==> src/fwrl_pkg.sv <==
`timescale 1ns / 1ps

package fwrl_pkg;

  // Field and register widths
  localparam int unsigned NOW_W     = 32;
  localparam int unsigned CNT_W     = 32;
  localparam int unsigned REQ_W     = 20;
  localparam int unsigned TOK_W     = 24;
  localparam int unsigned WIN_W     = 12;
  localparam int unsigned EXP_W     = 3;
  localparam int unsigned POW_W     = 8;
  localparam int unsigned ADDR_W    = 4;
  localparam int unsigned DATA_W    = 32;

  // Register reset values
  localparam logic [REQ_W-1:0] REQ_LIMIT_RST = REQ_W'(500);
  localparam logic [TOK_W-1:0] TOK_LIMIT_RST = TOK_W'(150000);
  localparam logic [WIN_W-1:0] WIN_SEC_RST   = WIN_W'(60);

  typedef enum logic [1:0] {
    OP_CHECK  = 2'd0,
    OP_RECORD = 2'd1,
    OP_STATUS = 2'd2,
    OP_SPARE  = 2'd3
  } opcode_t;

  typedef enum logic [1:0] {
    VERDICT_ADMIT   = 2'd0,
    VERDICT_BACKOFF = 2'd1,
    VERDICT_REQ     = 2'd2,
    VERDICT_TOK     = 2'd3
  } verdict_t;

  typedef enum logic [1:0] {
    REG_REQUEST_LIMIT  = 2'd0,
    REG_TOKEN_LIMIT    = 2'd1,
    REG_WINDOW_SECONDS = 2'd2,
    REG_NONE           = 2'd3
  } reg_idx_t;

  // One accepted input beat
  typedef struct packed {
    logic [1:0]       opcode;
    logic [NOW_W-1:0] now_seconds;
    logic [TOK_W-1:0] est_tokens;
    logic [TOK_W-1:0] query_tokens;
    logic [TOK_W-1:0] reply_tokens;
  } item_t;

  // One result beat
  typedef struct packed {
    logic [1:0]       verdict;
    logic [REQ_W-1:0] remaining_requests;
    logic [TOK_W-1:0] remaining_tokens;
    logic             tokens_unlimited;
    logic [CNT_W-1:0] refusal_count;
    logic [EXP_W-1:0] backoff_exponent;
  } result_t;

endpackage

==> src/fixed_window_rate_limiter_top.sv <==
`timescale 1ns / 1ps
// An accepted input beat passes the input register, then the result register,
// to its result beat on out_valid. Throughput: one item per cycle unless stalled;
// the window, counter and backoff update is one combinational pass in between.
// A stalled result holds the input register; in_stall rises only then.
// Reset (rst_n low, synchronous) empties both registers, clears all window and
// backoff state and loads request_limit 500, token_limit 150000, window 60 s.
module fixed_window_rate_limiter_top
  import fwrl_pkg::*;
#(
  parameter int unsigned MAX_BACKOFF_EXP   = 5,
  parameter int unsigned MAX_DELAY_SECONDS = 30
) (
  input  logic              clk,
  input  logic              rst_n,
  // input channel
  input  logic              in_valid,
  output logic              in_stall,
  input  logic [1:0]        in_opcode,
  input  logic [NOW_W-1:0]  in_now_seconds,
  input  logic [TOK_W-1:0]  in_est_tokens,
  input  logic [TOK_W-1:0]  in_query_tokens,
  input  logic [TOK_W-1:0]  in_reply_tokens,
  // result channel
  output logic              out_valid,
  input  logic              out_stall,
  output logic [1:0]        out_verdict,
  output logic [REQ_W-1:0]  out_remaining_requests,
  output logic [TOK_W-1:0]  out_remaining_tokens,
  output logic              out_tokens_unlimited,
  output logic [CNT_W-1:0]  out_refusal_count,
  output logic [EXP_W-1:0]  out_backoff_exponent,
  // configuration port
  input  logic              psel,
  input  logic              penable,
  input  logic              pwrite,
  input  logic [ADDR_W-1:0] paddr,
  input  logic [DATA_W-1:0] pwdata,
  output logic [DATA_W-1:0] prdata,
  output logic              pready
);

  localparam int unsigned DELAY_W = $clog2(MAX_DELAY_SECONDS + 1);
  localparam logic [EXP_W-1:0]   EXP_MAX   = EXP_W'(MAX_BACKOFF_EXP);
  localparam logic [POW_W-1:0]   DELAY_MAX = POW_W'(MAX_DELAY_SECONDS);
  localparam logic [CNT_W-1:0]   CNT_SAT   = {CNT_W{1'b1}};

  // Configuration registers
  logic [REQ_W-1:0] req_limit_r;
  logic [TOK_W-1:0] tok_limit_r;
  logic [WIN_W-1:0] win_sec_r;

  // Limiter state
  logic [NOW_W-1:0] win_start_r, win_start_nxt;
  logic [CNT_W-1:0] win_req_r, win_req_nxt;
  logic [CNT_W-1:0] win_tok_r, win_tok_nxt;
  logic [CNT_W-1:0] refusals_r, refusals_nxt;
  logic [EXP_W-1:0] bexp_r, bexp_nxt;
  logic [NOW_W-1:0] bend_r, bend_nxt;

  // Pipeline registers
  logic    s1_valid_r;
  item_t   s1_item_r;
  logic    out_valid_r;
  result_t out_res_r;
  result_t res_nxt;

  logic    s1_adv;
  logic    in_fire;
  logic    cfg_wr;
  reg_idx_t cfg_idx;

  // ---------------------------------------------------------------- config port
  assign pready  = 1'b1;
  assign cfg_wr  = psel && penable && pwrite && pready;
  assign cfg_idx = reg_idx_t'(paddr[ADDR_W-1:2]);

  always_comb begin
    case (cfg_idx)
      REG_REQUEST_LIMIT:  prdata = DATA_W'(req_limit_r);
      REG_TOKEN_LIMIT:    prdata = DATA_W'(tok_limit_r);
      REG_WINDOW_SECONDS: prdata = DATA_W'(win_sec_r);
      default:            prdata = '0;
    endcase
  end

  // Write registers; zero request limit or window length is dropped
  always_ff @(posedge clk) begin
    if (!rst_n) begin
      req_limit_r <= REQ_LIMIT_RST;
      tok_limit_r <= TOK_LIMIT_RST;
      win_sec_r   <= WIN_SEC_RST;
    end else if (cfg_wr) begin
      case (cfg_idx)
        REG_REQUEST_LIMIT: begin
          if (pwdata[REQ_W-1:0] != '0) req_limit_r <= pwdata[REQ_W-1:0];
        end
        REG_TOKEN_LIMIT: begin
          tok_limit_r <= pwdata[TOK_W-1:0];
        end
        REG_WINDOW_SECONDS: begin
          if (pwdata[WIN_W-1:0] != '0) win_sec_r <= pwdata[WIN_W-1:0];
        end
        default: ;
      endcase
    end
  end

  // ---------------------------------------------------------------- handshake
  assign s1_adv   = !out_valid_r || !out_stall;
  assign in_stall = s1_valid_r && !s1_adv;
  assign in_fire  = in_valid && !in_stall;

  always_ff @(posedge clk) begin
    if (!rst_n) begin
      s1_valid_r <= 1'b0;
    end else if (!s1_valid_r || s1_adv) begin
      s1_valid_r <= in_fire;
    end
  end

  // Capture the input beat
  always_ff @(posedge clk) begin
    if (in_fire) begin
      s1_item_r.opcode       <= in_opcode;
      s1_item_r.now_seconds  <= in_now_seconds;
      s1_item_r.est_tokens   <= in_est_tokens;
      s1_item_r.query_tokens <= in_query_tokens;
      s1_item_r.reply_tokens <= in_reply_tokens;
    end
  end

  // ---------------------------------------------------------------- item logic
  logic [NOW_W-1:0]  now;
  logic [NOW_W-1:0]  elapsed;
  logic              expire;
  logic [NOW_W-1:0]  ws_rot;
  logic [CNT_W-1:0]  wreq_rot, wtok_rot;
  logic [EXP_W-1:0]  bexp_rot;
  logic [NOW_W-1:0]  bend_rot;
  logic [NOW_W-1:0]  ahead;
  logic              backoff_on, req_hit, tok_hit;
  logic [CNT_W:0]    tok_need;
  verdict_t          verdict;
  logic              refuse;
  logic [EXP_W-1:0]  bexp_inc;
  logic [POW_W-1:0]  pow;
  logic [DELAY_W-1:0] delay;
  logic [TOK_W:0]    rec_tok;
  logic [CNT_W:0]    tok_sum;

  assign now = s1_item_r.now_seconds;

  always_comb begin
    // rotate the window
    elapsed  = now - win_start_r;
    expire   = elapsed >= NOW_W'(win_sec_r);
    ws_rot   = expire ? now : win_start_r;
    wreq_rot = expire ? '0 : win_req_r;
    wtok_rot = expire ? '0 : win_tok_r;
    bexp_rot = (expire && refusals_r == '0) ? '0 : bexp_r;
    bend_rot = (expire && refusals_r == '0) ? '0 : bend_r;

    // admission tests in priority order
    ahead      = bend_rot - now;
    backoff_on = (bend_rot != '0) && (ahead != '0) && !ahead[NOW_W-1];
    req_hit    = wreq_rot >= CNT_W'(req_limit_r);
    tok_need   = {1'b0, wtok_rot} + (CNT_W+1)'(s1_item_r.est_tokens);
    tok_hit    = (tok_limit_r != '0) && (tok_need > (CNT_W+1)'(tok_limit_r));

    if (backoff_on)   verdict = VERDICT_BACKOFF;
    else if (req_hit) verdict = VERDICT_REQ;
    else if (tok_hit) verdict = VERDICT_TOK;
    else              verdict = VERDICT_ADMIT;

    refuse = (opcode_t'(s1_item_r.opcode) == OP_CHECK) && (verdict != VERDICT_ADMIT);

    // backoff step on a refusal
    bexp_inc = (bexp_rot < EXP_MAX) ? bexp_rot + EXP_W'(1) : EXP_MAX;
    pow      = POW_W'(1) << bexp_inc;
    delay    = (pow > DELAY_MAX) ? DELAY_W'(DELAY_MAX) : DELAY_W'(pow);

    // record accumulation, saturating
    rec_tok = (TOK_W+1)'(s1_item_r.query_tokens) + (TOK_W+1)'(s1_item_r.reply_tokens);
    tok_sum = {1'b0, wtok_rot} + (CNT_W+1)'(rec_tok);

    win_start_nxt = ws_rot;
    win_req_nxt   = wreq_rot;
    win_tok_nxt   = wtok_rot;
    refusals_nxt  = refusals_r;
    bexp_nxt      = bexp_rot;
    bend_nxt      = bend_rot;

    case (opcode_t'(s1_item_r.opcode))
      OP_CHECK: begin
        if (refuse) begin
          refusals_nxt = (refusals_r == CNT_SAT) ? CNT_SAT : refusals_r + CNT_W'(1);
          bexp_nxt     = bexp_inc;
          bend_nxt     = now + NOW_W'(delay);
        end
      end
      OP_RECORD: begin
        win_req_nxt = (wreq_rot == CNT_SAT) ? CNT_SAT : wreq_rot + CNT_W'(1);
        win_tok_nxt = tok_sum[CNT_W] ? CNT_SAT : tok_sum[CNT_W-1:0];
      end
      default: ;
    endcase
  end

  // Build the result from the state after the item
  always_comb begin
    res_nxt.verdict = (opcode_t'(s1_item_r.opcode) == OP_CHECK) ? verdict : VERDICT_ADMIT;
    res_nxt.remaining_requests = (CNT_W'(req_limit_r) > win_req_nxt)
                               ? REQ_W'(CNT_W'(req_limit_r) - win_req_nxt) : '0;
    res_nxt.remaining_tokens   = (tok_limit_r != '0 && win_tok_nxt < CNT_W'(tok_limit_r))
                               ? TOK_W'(CNT_W'(tok_limit_r) - win_tok_nxt) : '0;
    res_nxt.tokens_unlimited   = (tok_limit_r == '0);
    res_nxt.refusal_count      = refusals_nxt;
    res_nxt.backoff_exponent   = bexp_nxt;
  end

  // Advance state once per processed item
  always_ff @(posedge clk) begin
    if (!rst_n) begin
      win_start_r <= '0;
      win_req_r   <= '0;
      win_tok_r   <= '0;
      refusals_r  <= '0;
      bexp_r      <= '0;
      bend_r      <= '0;
    end else if (s1_valid_r && s1_adv) begin
      win_start_r <= win_start_nxt;
      win_req_r   <= win_req_nxt;
      win_tok_r   <= win_tok_nxt;
      refusals_r  <= refusals_nxt;
      bexp_r      <= bexp_nxt;
      bend_r      <= bend_nxt;
    end
  end

  // ---------------------------------------------------------------- result register
  always_ff @(posedge clk) begin
    if (!rst_n) begin
      out_valid_r <= 1'b0;
    end else if (s1_adv) begin
      out_valid_r <= s1_valid_r;
    end
  end

  always_ff @(posedge clk) begin
    if (s1_adv && s1_valid_r) begin
      out_res_r <= res_nxt;
    end
  end

  assign out_valid              = out_valid_r;
  assign out_verdict            = out_res_r.verdict;
  assign out_remaining_requests = out_res_r.remaining_requests;
  assign out_remaining_tokens   = out_res_r.remaining_tokens;
  assign out_tokens_unlimited   = out_res_r.tokens_unlimited;
  assign out_refusal_count      = out_res_r.refusal_count;
  assign out_backoff_exponent   = out_res_r.backoff_exponent;

  // ---------------------------------------------------------------- assertions
  a_exp_cap: assert property (@(posedge clk) disable iff (!rst_n)
    bexp_r <= EXP_MAX)
    else $error("backoff exponent above its cap");

  a_refuse_counts: assert property (@(posedge clk) disable iff (!rst_n)
    s1_valid_r && s1_adv && refuse |=> refusals_r != '0 && bend_r == $past(bend_nxt))
    else $error("refusal did not update refusal count or backoff end");

  a_stall_only_full: assert property (@(posedge clk) disable iff (!rst_n)
    in_stall |-> s1_valid_r && out_valid_r)
    else $error("input stalled with room in the pipeline");

  a_refused_check: assert property (@(posedge clk) disable iff (!rst_n)
    s1_valid_r && s1_adv && opcode_t'(s1_item_r.opcode) != OP_CHECK
      |=> out_verdict == VERDICT_ADMIT)
    else $error("nonzero verdict on a non-check item");

endmodule
==> config.mk <==
export PLATFORM = sky130hd
export DESIGN_NAME = fixed_window_rate_limiter_top
export DESIGN_NICKNAME = d
export VERILOG_FILES = /design/src/fwrl_pkg.sv /design/src/fixed_window_rate_limiter_top.sv
export SDC_FILE = /design/constraint.sdc
export NUM_CORES = 1
export LEC_CHECK = 0
export BUFFER_PORTS_ARGS = -buffer_cell sky130_fd_sc_hd__buf_2
export CAP_MARGIN = 0
export CELL_PAD_IN_SITES_DETAIL_PLACEMENT = 1
export CELL_PAD_IN_SITES_GLOBAL_PLACEMENT = 1
export CORE_UTILIZATION = 43
export CTS_BUF_LIST = sky130_fd_sc_hd__clkbuf_8
export CTS_CLUSTER_DIAMETER = 120
export DETAILED_ROUTE_END_ITERATION = 8
export PLACE_DENSITY = 0.81
export SYNTH_ARGS = -nofsm -noshare
export SYNTH_HDL_FRONTEND = slang
export SYNTH_SLANG_ARGS = --single-unit
==> constraint.sdc <==
create_clock -name clk -period 10.4 [get_ports clk]
set_clock_uncertainty 0.15 [all_clocks]
set_input_delay 2.08 -clock clk [delete_from_list [all_inputs] [get_ports clk]]
set_output_delay 2.08 -clock clk [all_outputs]
set_load 0.005 [all_outputs]
# After elaboration in Yosys (flattened, before gate mapping)
# Index checks and enable logic that the tools add are counted.
# Widths: inputs -> output; s select.
# classes
n_addsub	11
n_lt_le_gt_ge	7
eq_ne	5
n_shift	1
n_mux	21
n_reduce_logical	33
# ops
operator	count
$mux 32	12
$pmux 24 s3	1
$add 32x1->32 const B	2
$eq 32x32->1 const B	2
$reduce_bool 32->1	2
$sub 32x32->32	2
$add 32x24->33	1
$add 32x25->33	1
$gt 33x24->1	1
$add 32x5->32	1
$ge 32x12->1	1
$ge 32x20->1	1
$gt 20x32->1	1
$logic_not 32->1	1
$lt 32x24->1	1
$add 24x24->25	1
$logic_not 24->1	1
$reduce_bool 24->1	1
$sub 24x24->24	1
$reduce_bool 20->1	1
$sub 20x20->20	1
$mux 3	4
$reduce_bool 12->1	1
$logic_and 1x1->1	11
14 further kinds	26
# word_totals
register_bits	409
inputBits	149
out_inout_bits	117
elab_cells	100

# Longest topological paths before layout
# depth
word_depth	13
depth_mapped	54
depth_no_buf	50

# Least setup slack after synthesis
# OpenSTA, ideal clock, no wires.
# synth_path
kind	flip-flop to flip-flop
from	register s1_item_r (netlist bit now[4])
to	register out_res_r (netlist bit out_remaining_tokens[23]) (data pin)
setup_time_ns	0.268
arrival_time_ns	11.105
required_ns	9.982
slack_ns	-1.123
stages_incl_launch_ff	52
n_path_buf	3
synth_period_minus_slack_ns	11.523
cell_sequence	edfxtp_1 ha_1 a21o_1 or3_1 o21ba_2 o21ai_0 nand2b_1 a21o_1 a21oi_1 xnor2_1 ha_1 a21oi_1 o211ai_1 nor4_1 nand4_1 or4b_2 nand4bb_1 nor4_1 (+16 left out) o31ai_4 buf_2 o22ai_1 inv_1 ha_1 nor2b_1 o21ai_0 a21boi_0 o211ai_1 a21oi_1 o31ai_1 o21ai_0 o41ai_1 o311ai_0 a21o_1 a21oi_1 xor2_1 nor3_1
# synth_between
elab_chain_len	8
elab_cells_between_ends	9
classes_between	add/sub (3); order compare (2); mux (3); reduce/logical (1)
# synth_rtl
element	line_no	source
from (decl)	fixed_window_rate_limiter_top.sv:63	item_t s1_item_r;
$sub 32x32->32 (*)	fixed_window_rate_limiter_top.sv:156	elapsed = now - win_start_r;
$ge 32x12->1 (*)	fixed_window_rate_limiter_top.sv:157	expire = elapsed >= NOW_W'(win_sec_r);
$mux 32 (*)	fixed_window_rate_limiter_top.sv:160	wtok_rot = expire ? '0 : win_tok_r;
$add 32x25->33	fixed_window_rate_limiter_top.sv:185	tok_sum = {1'b0, wtok_rot} + (CNT_W+1)'(rec_tok);
$mux 32	fixed_window_rate_limiter_top.sv:204	win_tok_nxt = tok_sum[CNT_W] ? CNT_SAT : tok_sum[CNT_W-1:0];
$mux 32 (*)	fixed_window_rate_limiter_top.sv:194	case (opcode_t'(s1_item_r.opcode))
named net win_tok_nxt[1]	fixed_window_rate_limiter_top.sv:56	logic [CNT_W-1:0] win_tok_r, win_tok_nxt;
$lt 32x24->1	fixed_window_rate_limiter_top.sv:215	res_nxt.remaining_tokens = (tok_limit_r != '0 && win_tok_nxt < CNT_W'(tok_limit_r))
$logic_and 1x1->1	fixed_window_rate_limiter_top.sv:215	
to (signal assigned)	fixed_window_rate_limiter_top.sv:252	out_res_r <= res_nxt;
to (decl)	fixed_window_rate_limiter_top.sv:65	result_t out_res_r;
# Mark *: on every way through the listed nets, which the timed path passes. The rest lies on a longest branch.
# A chain may end at the register's enable or synchronous reset.

# Worst setup path in the final report
# layout_path
from	register s1_item_r (netlist bit now[4])
to	register out_res_r (netlist bit out_remaining_tokens[10]) (data pin)
# Same word-level chain as after synthesis.

==> impl_metrics.py <==
metrics = {
    "run_status": {
        "run_status": "finished, violations left",
        "violations": "setup timing",
    },
    "floorplanning": {
        "die_w_um": 263,
        "initial_core_util": 0.436,
        "pin_count": 266,
        "rows": 95,
        "die_y_um": 263,
        "core_mm2": 0.0674,
        "die-area_mm2": 0.0694,
    },
    "worst_setup_path": {
        "cp_max_fo": 7,
        "crit_path_start_kind": "register",
        "cp-end-kind": "register",
        "crit_path_top_delay_cell": "or4b_4",
        "r2r-end": "out_remaining_tokens[10]$_SDFFCE_PN0P_",
        "r2r-start": "now[4]$_DFFE_PP_",
        "r2r_slack_ns": -0.52,
        "crit_top_cell": "buf_12",
        "cp_slowest_stage_delay_ns": 0.55,
        "arrival_ns": 11.32,
        "crit_type": "reg -> reg",
        "critical_path_required_ns": 10.80,
        "r2r_cells": 53,
    },
    "sta": {
        "rsz0062_at_grt": "true",
        "tightest_slew_ns": 1.29,
        "hold_viol": 0,
        "drv_slew": 0,
        "setup_slack_ns": -0.516,
        "max_freq_mhz": 91.6,
        "relSlewSlack": 0.130,
        "fin_crit_sh": 1.05,
        "finalSetupViolCount": 24,
        "holdWs_ns": 0.306,
        "fin_setup_tns_ns": -10.87,
        "period_minus_slack_ns": 10.92,
    },
    "clocking": {
        "numCtsBuffers": 77,
        "ctsHoldBuffers": 0,
        "cts_tree": "done",
        "clock_path_buffers": 3,
        "clk_latency_ns": 0.72,
        "root_buffer": "clkbuf_8",
        "path_clk_slew_ns": 0.07,
        "htreeDepth": 3,
        "cts_sinks": 409,
    },
    "synth": {
        "avgSynthCellArea_um2": 8.52,
        "netlist.area_leader.share": 0.192,
        "yosys-top-cells-area": "edfxtp_1, dfxtp_1, ha_1, a21oi_1, nand2_1",
        "synth.distinct_cells": 93,
        "yosysMostFrequentCell": "nand2_1",
        "ys.flop_type": "dfxtp_1",
        "synth_edf_count": 188,
        "syn_inst": 3449,
        "synth_seq_cells": 409,
        "synth.yosys.seq_area_share": 0.343,
        "syn_area_mm2": 0.0294,
        "async_flop_share": 0,
        "synth_top_area_cell": "edfxtp_1",
        "synth-warning-count": 0,
        "yosys-top-cells-count": "nand2_1, a21oi_1, nor2_1, ha_1, inv_1",
    },
    "cells_and_area": {
        "drive_above_1_share": 0.209,
        "fin_cells": 4868,
        "nets": 4355,
        "syn2layout_area_growth_pct": 22.3,
        "fin_util": 0.533,
    },
    "drt": {
        "num_vias": 29300,
        "antenna_left": 0,
        "vias_per_cell": 6.02,
        "drt_iter0_drc": 2036,
        "detail_route.first_pass.iterations": 5,
        "wl_per_cell_um": 22.7,
        "drt_wl_total_mm": 110,
        "drc": 0,
    },
    "worst_hold_path": {
        "min_from": "win_start_r[29]$_SDFFE_PN0P_",
        "whs_endpoint": "win_start_r[29]$_SDFFE_PN0P_",
        "hold_path_class": "reg -> reg",
        "whs_path_depth": 2,
    },
    "global_routing": {
        "grt_max_degree": 85,
        "antenna_found_initial": 3,
        "grt-ovfl-total": 0,
        "grt_usage": 0.309,
        "grt_pass1_vias": 30300,
        "grt_pass1_wl_mm": 171,
    },
    "placement": {
        "place.gp.congestion": 0.940,
        "dp_slack_ns": -0.842,
        "placedCellCount": 4677,
        "hpwl_mm": 78.0,
        "portBuffers": 246,
    },
    "job": {
        "max_cap_violations": 0,
    },
    "pwr": {
        "leakagePower_nw": 15.1,
        "p_per_area_mw_per_mm2": 123,
        "max-vdd-ir-drop_uv": 101,
    },
}
==> cells by family (layout without fill, tap and decap cells) <==
group / Yosys count / after routing / share of synthesized area
AO/OA/AOI/OAI: 945 / 946 / 0.212
adder cells (fa/ha/maj): 273 / 273 / 0.124
XOR/XNOR: 147 / 147 / 0.0438
buffers and inverters: 397 / 934 / 0.0542
AND/OR/NAND/NOR: 1215 / 1215 / 0.202
other: 2 / 10 / 0.000256
flip-flops: 409 / 409 / 0.343
multiplexers: 61 / 61 / 0.0212
==> worst max path at each step <==
stage                                 from                                      to  cells past startpoint
final                     now[4]$_DFFE_PP_  out_remaining_tokens[10]$_SDFFCE_PN0P_                     53
after global routing      now[4]$_DFFE_PP_  out_remaining_tokens[10]$_SDFFCE_PN0P_                     55
after CTS                 now[4]$_DFFE_PP_  out_remaining_tokens[10]$_SDFFCE_PN0P_                     53
after detailed placement  now[4]$_DFFE_PP_  out_remaining_tokens[14]$_SDFFCE_PN0P_                     50
after global placement    now[4]$_DFFE_PP_   out_remaining_tokens[6]$_SDFFCE_PN0P_                     51
after floorplan           now[4]$_DFFE_PP_  out_remaining_tokens[23]$_SDFFCE_PN0P_                     51
==> worst max-delay path: cells and delay by family, from the launching register on <==
kind	cells	cell delay (ns)
adder cells (fa/ha/maj)	5	1.59
AO/OA/AOI/OAI	22	3.30
XOR/XNOR	1	0.09
flip-flops	1	0.43
AND/OR/NAND/NOR	18	4.16
buffers and inverters	7	0.99
==> repair_timing <==
item / in CTS / in global routing
setup buffers: 36 / 11
gates cloned: 2 / 1
pin swaps: 57 / 28
endpoints found under the setup margin: 104 / 146
resized for setup: 69 / 62
==> cell usage in the layout, fill, tap and decap left out, types with 17 or more instances in the layout <==
cell / n
inv_1: 250
nand4_1: 45
a211oi_1: 37
xor2_1: 39
ha_1: 234
a21oi_1: 286
and2_1: 87
nand2b_1: 27
o21a_1: 37
o211ai_1: 40
fa_1: 29
xnor2_1: 107
o21ai_0: 160
or3_1: 19
a21o_1: 60
nor2_1: 267
nor2b_1: 27
a31oi_1: 36
buf_4: 291
buf_2: 246
o31ai_1: 18
a32o_1: 35
o22ai_1: 17
clkbuf_8: 87
and3_1: 47
edfxtp_1: 188
nand2_1: 348
nor3_1: 95
a311oi_1: 22
mux2i_1: 54
nand3_1: 87
dfxtp_1: 221
nor4_1: 53
==> sequential cells by signal, indices dropped and copies added (netlist names), 24 cells and up <==
signal and count:
win_start_r 32, win_req_r 32, out_remaining_tokens 24, bend_r 32
out_refusal_count 32, s1_item_r 74, tok_limit_r 24, refusals_r 32
now 32, win_tok_r 32
==> metrics by stage <==
step	total power [mW]	instance area, um2
after floorplan	2.33	29600
after global placement	2.65	33200
after detailed placement	2.68	33200
after CTS	4.38	35500
after global routing	4.59	35900
final	4.42	35900
==> area by class of cell <==
| cell class | count | area, um2 |
|---|---|---|
| fillers | 8009 | 31500 |
| clock buffers | 87 | 1200 |
| inverters | 230 | 868 |
| well taps | 873 | 1090 |
| repair buffers | 564 | 3870 |
| flip-flops and latches | 409 | 10100 |
| diodes | 1 | 2.50 |
| clock inverters | 53 | 358 |
| multi-input cells | 2651 | 18500 |
==> metal layers <==
| layer | vias up | routed length (um) | GRT usage |
|---|---|---|---|
| li1 | 13600 | - | - |
| met1 | 14500 | 46100 | 0.383 |
| met2 | 971 | 52600 | 0.519 |
| met3 | 327 | 5670 | 0.0454 |
| met4 | 4 | 5980 | 0.161 |
| met5 | - | 16 | 0 |
==> power by group <==
group	leakage (nW)	switching, mW	internal (mW)
sequential	3.59	0.0526	1.76
combinational	10.6	0.554	0.414
clock	0.889	0.776	0.871
Power figures use the tool's default switching activity.
